<file path="src/rtl/gmsf_pkg.sv">
package gmsf_pkg;

  localparam int unsigned IdxW     = 16;
  localparam int unsigned GapW     = 16;
  localparam int unsigned OqDepth  = 8;
  localparam int unsigned OqAw     = $clog2(OqDepth);
  localparam int unsigned OqCw     = $clog2(OqDepth + 1);
  localparam int unsigned MaxRes   = 3;

  typedef struct packed {
    logic sample_valid;
    logic series_last;
  } in_beat_t;

  typedef struct packed {
    logic [IdxW-1:0] row_index;
    logic            marginal_flag;
    logic            run_last;
  } out_beat_t;

  // Working copy of the pending-row queue and of the results built for one beat.
  typedef struct packed {
    logic [IdxW-1:0] idx0;
    logic [IdxW-1:0] idx1;
    logic            flg0;
    logic            flg1;
    logic [1:0]      cnt;
    logic [1:0]      n;
    out_beat_t [MaxRes-1:0] res;
  } work_t;

  function automatic work_t emit_one(work_t w, logic [IdxW-1:0] idx, logic flag);
    work_t r;
    r = w;
    if (r.n != 2'd3) begin
      r.res[r.n] = '{row_index: idx, marginal_flag: flag, run_last: 1'b0};
      r.n = r.n + 2'd1;
    end
    return r;
  endfunction

  function automatic work_t emit_front(work_t w);
    work_t r;
    r = w;
    if (r.cnt != 2'd0) begin
      r = emit_one(r, r.idx0, r.flg0);
      r.idx0 = r.idx1;
      r.flg0 = r.flg1;
      r.cnt = r.cnt - 2'd1;
    end
    return r;
  endfunction

  function automatic work_t emit_all(work_t w);
    work_t r;
    r = w;
    if (r.cnt != 2'd0) begin
      r = emit_one(r, r.idx0, r.flg0);
    end
    if (r.cnt == 2'd2) begin
      r = emit_one(r, r.idx1, r.flg1);
    end
    r.cnt = 2'd0;
    return r;
  endfunction

  function automatic work_t mark_newest(work_t w);
    work_t r;
    r = w;
    if (r.cnt == 2'd2) begin
      r.flg1 = 1'b1;
    end else if (r.cnt == 2'd1) begin
      r.flg0 = 1'b1;
    end
    return r;
  endfunction

endpackage

</file>
<file path="src/rtl/gap_marginal_sample_flagger_top.sv">
// Marginal sample flagger for a series of validity bits.
// Input channel: one beat per row (sample_valid, series_last) on in_valid/in_stall.
// Output channel: one beat per decided row (row_index, marginal_flag, run_last)
// on out_valid/out_stall. Every row yields exactly one output beat; run_last
// marks the last output beat caused by a given input beat.
// Configuration: cfg_we writes cfg_wdata into the gap window (reset value 3);
// write it only while the block is idle.
// Throughput: one input beat per cycle while in_stall is low. All decisions
// for a beat are made in the cycle it is accepted, and its zero to three
// results enter an 8-entry output queue; in_stall rises when fewer than
// three free entries remain, so the sustained rate is set by the output side
// draining one beat per cycle. An invalid row is queued when accepted. A
// valid row is held (at most two at a time) until a later row or the end
// of the series decides its flag, and then enters the output queue with that
// beat. Reset clears the series state, the held rows and the output queue
// and sets the gap window to 3. When the receiver stalls, out_data holds
// its beat and the queue fills until in_stall pushes back on the sender.
module gap_marginal_sample_flagger_top #(
  parameter int unsigned MAX_ROWS = 65536
) (
  input  logic                clk,
  input  logic                rst_n,
  input  logic                in_valid,
  output logic                in_stall,
  input  gmsf_pkg::in_beat_t  in_data,
  output logic                out_valid,
  input  logic                out_stall,
  output gmsf_pkg::out_beat_t out_data,
  input  logic                cfg_we,
  input  logic [15:0]         cfg_wdata
);
  import gmsf_pkg::*;

  localparam int unsigned CntW = $clog2(MAX_ROWS);

  logic [GapW-1:0] gap_r;
  logic [CntW-1:0] row_cnt_r, row_cnt_nxt;
  logic [GapW-1:0] run_r, run_nxt;
  logic [2:0]      hist_r, hist_nxt;
  logic [1:0]      seen_r, seen_nxt;
  logic [IdxW-1:0] pidx_r [2];
  logic [1:0]      pflg_r, pflg_nxt;
  logic [1:0]      pcnt_r;

  out_beat_t       oq_mem [OqDepth];
  logic [OqAw-1:0] oq_wr_r, oq_rd_r;
  logic [OqCw-1:0] oq_cnt_r;

  logic            in_acc;
  logic            out_acc;
  logic [31:0]     row_ext;
  logic [IdxW-1:0] cur_idx;
  logic            v, last, p1, p2, p3, long_run;
  logic [GapW-1:0] run_w;
  work_t           w;
  logic [1:0]      push_n;

  assign in_acc  = in_valid && !in_stall;
  assign out_acc = out_valid && !out_stall;
  assign row_ext = 32'(row_cnt_r);
  assign cur_idx = row_ext[IdxW-1:0];
  assign v       = in_data.sample_valid;
  assign last    = in_data.series_last;
  assign p1      = hist_r[0];
  assign p2      = hist_r[1];
  assign p3      = hist_r[2];

  always_comb begin
    w        = '0;
    w.idx0   = pidx_r[0];
    w.idx1   = pidx_r[1];
    w.flg0   = pflg_r[0];
    w.flg1   = pflg_r[1];
    w.cnt    = pcnt_r;
    run_w    = run_r;
    long_run = 1'b0;

    if (!v) begin
      if (p1) begin
        if (!p2) begin
          // A lone valid row just ended; it needs a row on its left.
          if (seen_r >= 2'd2) begin
            w = mark_newest(w);
            w = emit_all(w);
          end
        end else if (!p3) begin
          // A valid pair just ended.
          if (seen_r == 2'd3) begin
            if (w.cnt != 2'd0) w.flg0 = 1'b1;
            if (w.cnt == 2'd2) w.flg1 = 1'b1;
            w = emit_all(w);
          end else if (w.cnt == 2'd2) begin
            w = emit_front(w);
          end
        end
        run_w = GapW'(1);
      end else if (run_w != '1) begin
        run_w = run_w + GapW'(1);
      end
      w = emit_one(w, cur_idx, 1'b0);
      long_run = run_w >= gap_r;
      if (w.cnt != 2'd0 && long_run) begin
        w = mark_newest(w);
        w = emit_all(w);
      end
    end else begin
      if (!p1) begin
        if (w.cnt != 2'd0) begin
          if (run_w >= gap_r) w = mark_newest(w);
          w = emit_all(w);
        end
      end else begin
        if (gap_r == '0) w = mark_newest(w);
        if (p2) w = emit_all(w);
      end
      if (w.cnt == 2'd2) w = emit_front(w);
      if (w.cnt == 2'd0) begin
        w.idx0 = cur_idx;
        w.flg0 = 1'b0;
      end else begin
        w.idx1 = cur_idx;
        w.flg1 = 1'b0;
      end
      w.cnt = w.cnt + 2'd1;
      run_w = '0;
    end

    if (last) begin
      if (w.cnt != 2'd0 && run_w >= gap_r) w = mark_newest(w);
      w = emit_all(w);
    end

    if (w.n != 2'd0) begin
      w.res[w.n - 2'd1].run_last = 1'b1;
    end
  end

  assign push_n = in_acc ? w.n : 2'd0;

  always_comb begin
    hist_nxt    = {hist_r[1:0], v};
    seen_nxt    = (seen_r == 2'd3) ? seen_r : seen_r + 2'd1;
    run_nxt     = run_w;
    pflg_nxt    = {w.flg1, w.flg0};
    row_cnt_nxt = (row_ext == 32'(MAX_ROWS - 1)) ? '0 : row_cnt_r + CntW'(1);
    if (last) begin
      hist_nxt    = '0;
      seen_nxt    = '0;
      run_nxt     = '0;
      pflg_nxt    = '0;
      row_cnt_nxt = '0;
    end
  end

  always_ff @(posedge clk) begin
    if (!rst_n) begin
      gap_r     <= GapW'(3);
      row_cnt_r <= '0;
      run_r     <= '0;
      hist_r    <= '0;
      seen_r    <= '0;
      pflg_r    <= '0;
      pcnt_r    <= '0;
    end else begin
      if (cfg_we) begin
        gap_r <= cfg_wdata;
      end
      if (in_acc) begin
        row_cnt_r <= row_cnt_nxt;
        run_r     <= run_nxt;
        hist_r    <= hist_nxt;
        seen_r    <= seen_nxt;
        pflg_r    <= pflg_nxt;
        pcnt_r    <= last ? 2'd0 : w.cnt;
      end
    end
  end

  always_ff @(posedge clk) begin
    if (in_acc) begin
      pidx_r[0] <= w.idx0;
      pidx_r[1] <= w.idx1;
    end
  end

  // Output queue: up to three writes per beat; one read per unstalled cycle.
  always_ff @(posedge clk) begin
    for (int k = 0; k < MaxRes; k++) begin
      if (2'(k) < push_n) begin
        oq_mem[oq_wr_r + OqAw'(k)] <= w.res[k];
      end
    end
  end

  always_ff @(posedge clk) begin
    if (!rst_n) begin
      oq_wr_r  <= '0;
      oq_rd_r  <= '0;
      oq_cnt_r <= '0;
    end else begin
      oq_wr_r  <= oq_wr_r + OqAw'(push_n);
      if (out_acc) begin
        oq_rd_r <= oq_rd_r + OqAw'(1);
      end
      oq_cnt_r <= oq_cnt_r + OqCw'(push_n) - OqCw'(out_acc);
    end
  end

  assign in_stall  = oq_cnt_r > OqCw'(OqDepth - MaxRes);
  assign out_valid = oq_cnt_r != '0;
  assign out_data  = oq_mem[oq_rd_r];

`ifndef SYNTH
  a_oq_no_overflow: assert property (@(posedge clk) disable iff (!rst_n)
    oq_cnt_r <= OqCw'(OqDepth))
    else $error("output queue count exceeds its depth");

  a_row_answered: assert property (@(posedge clk) disable iff (!rst_n)
    in_acc && (!in_data.sample_valid || in_data.series_last) |-> w.n != 2'd0)
    else $error("invalid or final input beat produced no result");

  a_pending_bound: assert property (@(posedge clk) disable iff (!rst_n)
    pcnt_r != 2'd3)
    else $error("more than two rows held");

  a_series_end_flush: assert property (@(posedge clk) disable iff (!rst_n)
    in_acc && in_data.series_last |=> pcnt_r == 2'd0 && row_cnt_r == '0)
    else $error("series end did not flush held rows");

  a_valid_row_held: assert property (@(posedge clk) disable iff (!rst_n)
    in_acc && in_data.sample_valid && !in_data.series_last |=> pcnt_r != 2'd0)
    else $error("valid row was not held");
`endif

endmodule

</file>
<file path="config.mk">
export PLATFORM = sky130hd
export DESIGN_NAME = gap_marginal_sample_flagger_top
export DESIGN_NICKNAME = d
export VERILOG_FILES = /design/src/rtl/gmsf_pkg.sv /design/src/rtl/gap_marginal_sample_flagger_top.sv
export SDC_FILE = /design/constraint.sdc
export NUM_CORES = 1
export LEC_CHECK = 0
export BUFFER_PORTS_ARGS = -buffer_cell sky130_fd_sc_hd__buf_2
export CAP_MARGIN = 20
export CORE_MARGIN = 1
export CORE_UTILIZATION = 29
export CTS_CLUSTER_SIZE = 12
export DETAILED_ROUTE_END_ITERATION = 8
export PLACE_DENSITY_LB_ADDON = 0.15
export SLEW_MARGIN = 20
export SYNTH_ARGS = -nofsm -noshare
export SYNTH_HDL_FRONTEND = slang
export SYNTH_SLANG_ARGS = --single-unit
export TNS_END_PERCENT = 10
</file>
<file path="constraint.sdc">
create_clock -name clk -period 8.1 [get_ports clk]
set_clock_uncertainty 0.05 [all_clocks]
set_input_delay 1.62 -clock clk [delete_from_list [all_inputs] [get_ports clk]]
set_output_delay 1.62 -clock clk [all_outputs]
set_load 0.005 [all_outputs]
</file>
======== After elaboration in Yosys (flattened, before gate mapping) ========
Memory sizes are Yosys's and may differ from the RTL's. A register that Yosys moved wholly into a read port is not among the register bits.
Index checks and enable logic that the tools add are counted.
cells by class
  add/subtract/negate cells ............... 25
  magnitude comparators ................... 34
  eq/ne operators ......................... 29
  multiplexer cells ....................... 149
  reductions and logical operators ........ 31
operator list
  kind                                                                                 number
  92-bit 2-to-1 mux                                                                    42
  56-bit 2-to-1 mux                                                                    23
  54-bit bitwise mux                                                                   13
  18-bit demux with 2-bit select                                                       13
  18-bit 2-to-1 mux                                                                    12
  60-bit 2-to-1 mux                                                                    3
  16-bit 2-to-1 mux                                                                    9
  55-bit 2-to-1 mux                                                                    2
  54-bit 2-to-1 mux                                                                    1
  16-bit greater-or-equal comparator                                                   3
  2-bit by 3-bit less-than comparator with 1-bit output, second input constant         13
  16-bit by 1-bit adder with 16-bit output, second input constant                      2
  2-bit by 1-bit adder with 2-bit output, second input constant                        14
  2-bit by 1-bit greater-or-equal comparator with 1-bit output, second input constant  13
  2-bit inequality test, second input constant                                         13
  1-bit 2-to-1 mux                                                                     23
  2-bit == test, second input constant                                                 11
  1-bit logical AND                                                                    17
  16-bit == test, second input constant                                                1
  16-bit logical NOT                                                                   1
  16-bit inequality test, second input constant                                        1
  2-bit nonzero test                                                                   8
  2-bit 2-to-1 mux                                                                     5
  3-bit 2-to-1 mux                                                                     3
  15 further kinds                                                                     22
word-level totals
  bits in registers ....................... 67
  RAM bits ................................ 176
  output and inout bits ................... 20
  word-level logic and storage cells ...... 280
  memories ................................ 2
memory list
  name    depth  bits a word  rd ports  clocked after memory_dff  wr ports  RTL line                               source
  oq_mem  8      18           1         1                         3         gap_marginal_sample_flagger_top.sv:45  out_beat_t oq_mem [OqDepth];
  pidx_r  2      16           2         0                         2         gap_marginal_sample_flagger_top.sv:41  logic [IdxW-1:0] pidx_r [2];

======== Depth between registers and ports, before layout ========
  depth in word-level cells ............... 73
  depth in mapped cells ................... 28

======== Least setup slack after synthesis ========
OpenSTA, ideal clock, no wires.
  path kind ............................... register to register
  start ................................... reg run_r[3]
  end ..................................... mem oq_mem[4][0] in the netlist's numbering (enable)
  arrival time ............................ 5515 ps
  data required time ...................... 7632 ps
  slack ................................... 2117 ps
  stages on the path, launching flop included .. 23
  period minus slack after synthesis ...... 5983 ps
  cell sequence ........................... dfxtp_1 -> and4_1 -> and4_1 -> and4_1 -> nor2b_1 -> nand2b_1 -> nand4_1 -> nor2_1 -> xnor2_1 -> nor2_1 -> ha_1 -> o2111ai_1 -> a311oi_1 -> nor2_1 -> a211o_1 -> a221o_1 -> buf_2 -> nor3_1 -> a211oi_1 -> buf_2 -> nor3_1 -> a21oi_1 -> o21ai_0
RTL lines
  element                   RTL line                                source
  start: declaration        gap_marginal_sample_flagger_top.sv:38   logic [GapW-1:0] run_r, run_nxt;
  start signal: assignment  gap_marginal_sample_flagger_top.sv:170  run_r <= run_nxt;
  end: declaration          gap_marginal_sample_flagger_top.sv:45

==> run_results.csv <==
group,metric,value,unit
detailed_routing,wirelength,64.7,mm
power_and_ir_drop,power,4.07,mW
place,dpl_worst_slack,1150,ps
power_and_ir_drop,ir_drop,0.156,mV
synthesis,synth_edf_count,176,
critical_path,crit_fanout,14,
cells_and_area,nets,2079,
synthesis,ys_seq_area_frac,0.372,
cells_and_area,layout_common_cells,"341 x nand2_1, 196 x nor2_1, 176 x edfxtp_1, 115 x a31oi_1, 82 x inv_1",
flow_run,drv_cap,0,
synthesis,async_flop_share,0,
synthesis,synth-main-ff-cell,"edfxtp_1",
synthesis,synthesis.instances,2012,
sta,max_freq,141,MHz
clock_network,post-cts-setup-buffers,0,
synthesis,synth_area,0.0180,mm²
clock_network,cts_sinks,246,
cells_and_area,fillers,6265,
synthesis,synth.net_count,2102,
sta,rsz0062_at_grt,"false",
critical_path,worstSetupPathType,"reg2reg",
synthesis,yosys_register_bits,246,
cells_and_area,final_area,0.0200,mm²
cells_and_area,final_common_cell,"nand2_1",
worst_hold_path,hold_path_class,"reg2reg",
place,dp_hpwl,42.2,mm
sta,drv_slew,0,
sta,whs,483,ps
global_route,overflow,0,
clock_network,h-tree-depth,1,
global_route,grt_pass1_wl,98.5,mm
clock_network,root_buffer,"clkbuf_16",
cells_and_area,final_util,0.328,
global_route,grtUsageTotal,0.203,
clock_network,numCtsBuffers,31,
sta,finalWorstSetupSlack,1020,ps
critical_path,cp_data_arrival_time,7390,ps
clock_network,clkTransAtPathRegs,60,ps
worst_hold_path,worstHoldStart,"oq_rd_r[1]",
detailed_routing,wl_per_cell,23.1,µm
detailed_routing,dr.pass1.iters,8,
detailed_routing,route.vias.total,15865,
cells_and_area,areaGrowthSynthToFinish,11.0,%
critical_path,worstRegToRegCells,20,
sta,setup_tns,0,ps
global_route,antenna_found_initial,1,
detailed_routing,antenna_left,0,
critical_path,r2r-start,"run_r[3]",
power_and_ir_drop,power_density,204,mW/mm²
synthesis,yosysWarnings,0,
critical_path,required,8410,ps
clock_network,clock_path_buffers,3,
place,placedCellCount,2738,
cells_and_area,diodes,0,
detailed_routing,routed_via_density,5.67,
sta,fin_crit_sh,0.874,
floorplan,fp.dieH,251,µm
sta,hold_viol,0,
clock_network,ctsHoldBuffers,0,
worst_hold_path,hold_path_depth,2,
sta,finalSetupViolations,0,
floorplan,dieArea,0.0630,mm²
floorplan,coreArea,0.0608,mm²
cells_and_area,stdcell_count,2796,
global_route,grt_pass1_vias,15388,
floorplan,io_pins,43,
global_route,grt_max_degree,58,
power_and_ir_drop,leakagePower,7.35,nW
clock_network,tritoncts,"done",
critical_path,r2r_slack,1020,ps
detailed_routing,route.detailed.drc,0,
floorplan,die_w,251,µm
synthesis,synth.distinct_cells,89,
sta,worstMarginPinSlew,1190,ps
critical_path,start_kind,"register",
floorplan,initial_core_util,0.296,
place,gp_congestion,0.842,
sta,min_period,7080,ps
sta,slew_headroom,0.206,
synthesis,syn_area_per_cell,8.94,µm²
outcome,status,"completed",
cells_and_area,drive_gt1_frac,0.148,
critical_path,r2r_end,"oq_mem[0][16]",
clock_network,ctsResizeCount,0,
critical_path,end_kind,"register",
place,port_buffers,42,
detailed_routing,dr.first_iter.drc_count,1448,
floorplan,rows,90,
clock_network,insertion_delay,610,ps
place,placed_area,0.0190,mm²
## state kept, by name, indices dropped and copies added, names as in the netlist, named ones only
register and count:
oq_cnt_r 4, oq_mem 144, pidx_r 32, oq_rd_r 3, pcnt_r 2, oq_wr_r 3
gap_r 16, run_r 16, cur_idx 16, pflg_r 2, seen_r 2, hist_r 3
## synth_stat cells, types with 29 or more instances
library cell  count  share of area
nor2_1          198          0.041
mux4_2           36          0.045
o21ai_0          59          0.016
clkbuf_1        103          0.021
a22o_1           33          0.016
mux2i_1          68          0.038
a21oi_1          73          0.020
nand3_1          29         0.0081
a31oi_1         115          0.040
nor2b_1          42          0.015
dfxtp_1          70          0.078
a22oi_1          31          0.013
nand2_1         342          0.071
edfxtp_1        176           0.29
nor3_1           34         0.0095
mux2_2           46          0.029
ha_1             65          0.045
inv_1            83          0.017
## power breakdown
group / switching, mW / leakage (nW) / internal [mW]
clock network: 0.593 / 0.500 / 0.807
registers: 0.109 / 2.20 / 1.52
logic: 0.627 / 4.65 / 0.419
## area by class of cell
| class | count | area, µm² | share of cell area |
|---|---|---|---|
| multi-input combinational | 1523 | 10300 | 0.517 |
| sequential | 246 | 6690 | 0.335 |
| tap | 782 | 978 | 0.0490 |
| clock buffer | 44 | 865 | 0.0433 |
| timing repair buffer | 102 | 661 | 0.0331 |
| inverter | 85 | 322 | 0.0161 |
| clock inverter | 14 | 140 | 0.00702 |
## logic make-up after synthesis
family | count (synthesis) | synth area share
AO/OA/AOI/OAI | 532 | 0.213
XOR/XNOR | 28 | 0.0136
adder cells (fa/ha/maj) | 67 | 0.0474
buffers and inverters | 243 | 0.0592
flip-flops | 246 | 0.372
multiplexers | 150 | 0.112
AND/OR/NAND/NOR | 746 | 0.184
## metal layers
| metal | wire (µm) | part of all wire | track usage | vias up |
|---|---|---|---|---|
| met1 | 29400 | 0.46 | 0.280 | 7751 |
| met3 | 4050 | 0.063 | 0.0233 | 99 |
| met5 | 0 | 0 | 0 | - |
| met4 | 1500 | 0.023 | 0.0568 | 0 |
| met2 | 29700 | 0.46 | 0.333 | 594 |
| li1 | - | - | - | 7421 |
## how the worst max path moves through the flow
stage	slack, ps	cells after the start	endpoint	start
after floorplan	2120	22	oq_mem[4][0]	run_r[3]
after global placement	1270	20	oq_mem[0][10]	run_r[3]
after global routing	570	20	oq_mem[0][13]	run_r[3]
final	1020	20	oq_mem[0][16]	run_r[3]
after detailed placement	1150	20	oq_mem[0][16]	run_r[3]
after CTS	1070	20	oq_mem[0][16]	run_r[3]
## critical path, cell delays in order (launching register included)
cell       delay [ps]
dfxtp_1           450
and4_1            260
and4_1            250
and4_1            250
nor2b_1           270
nand2b_1          210
nand4_1           270
nor2_1             90
xnor2_1           230
nor2_1             70
ha_1              370
o2111ai_1         120
a311oi_1          280
nor2_1            160
a211o_1           540
a221o_1           560
a21o_1            350
a2111oi_4        1120
buf_4             300
mux2_2            340
mux2_2            260
Power figures use the tool's default switching activity.
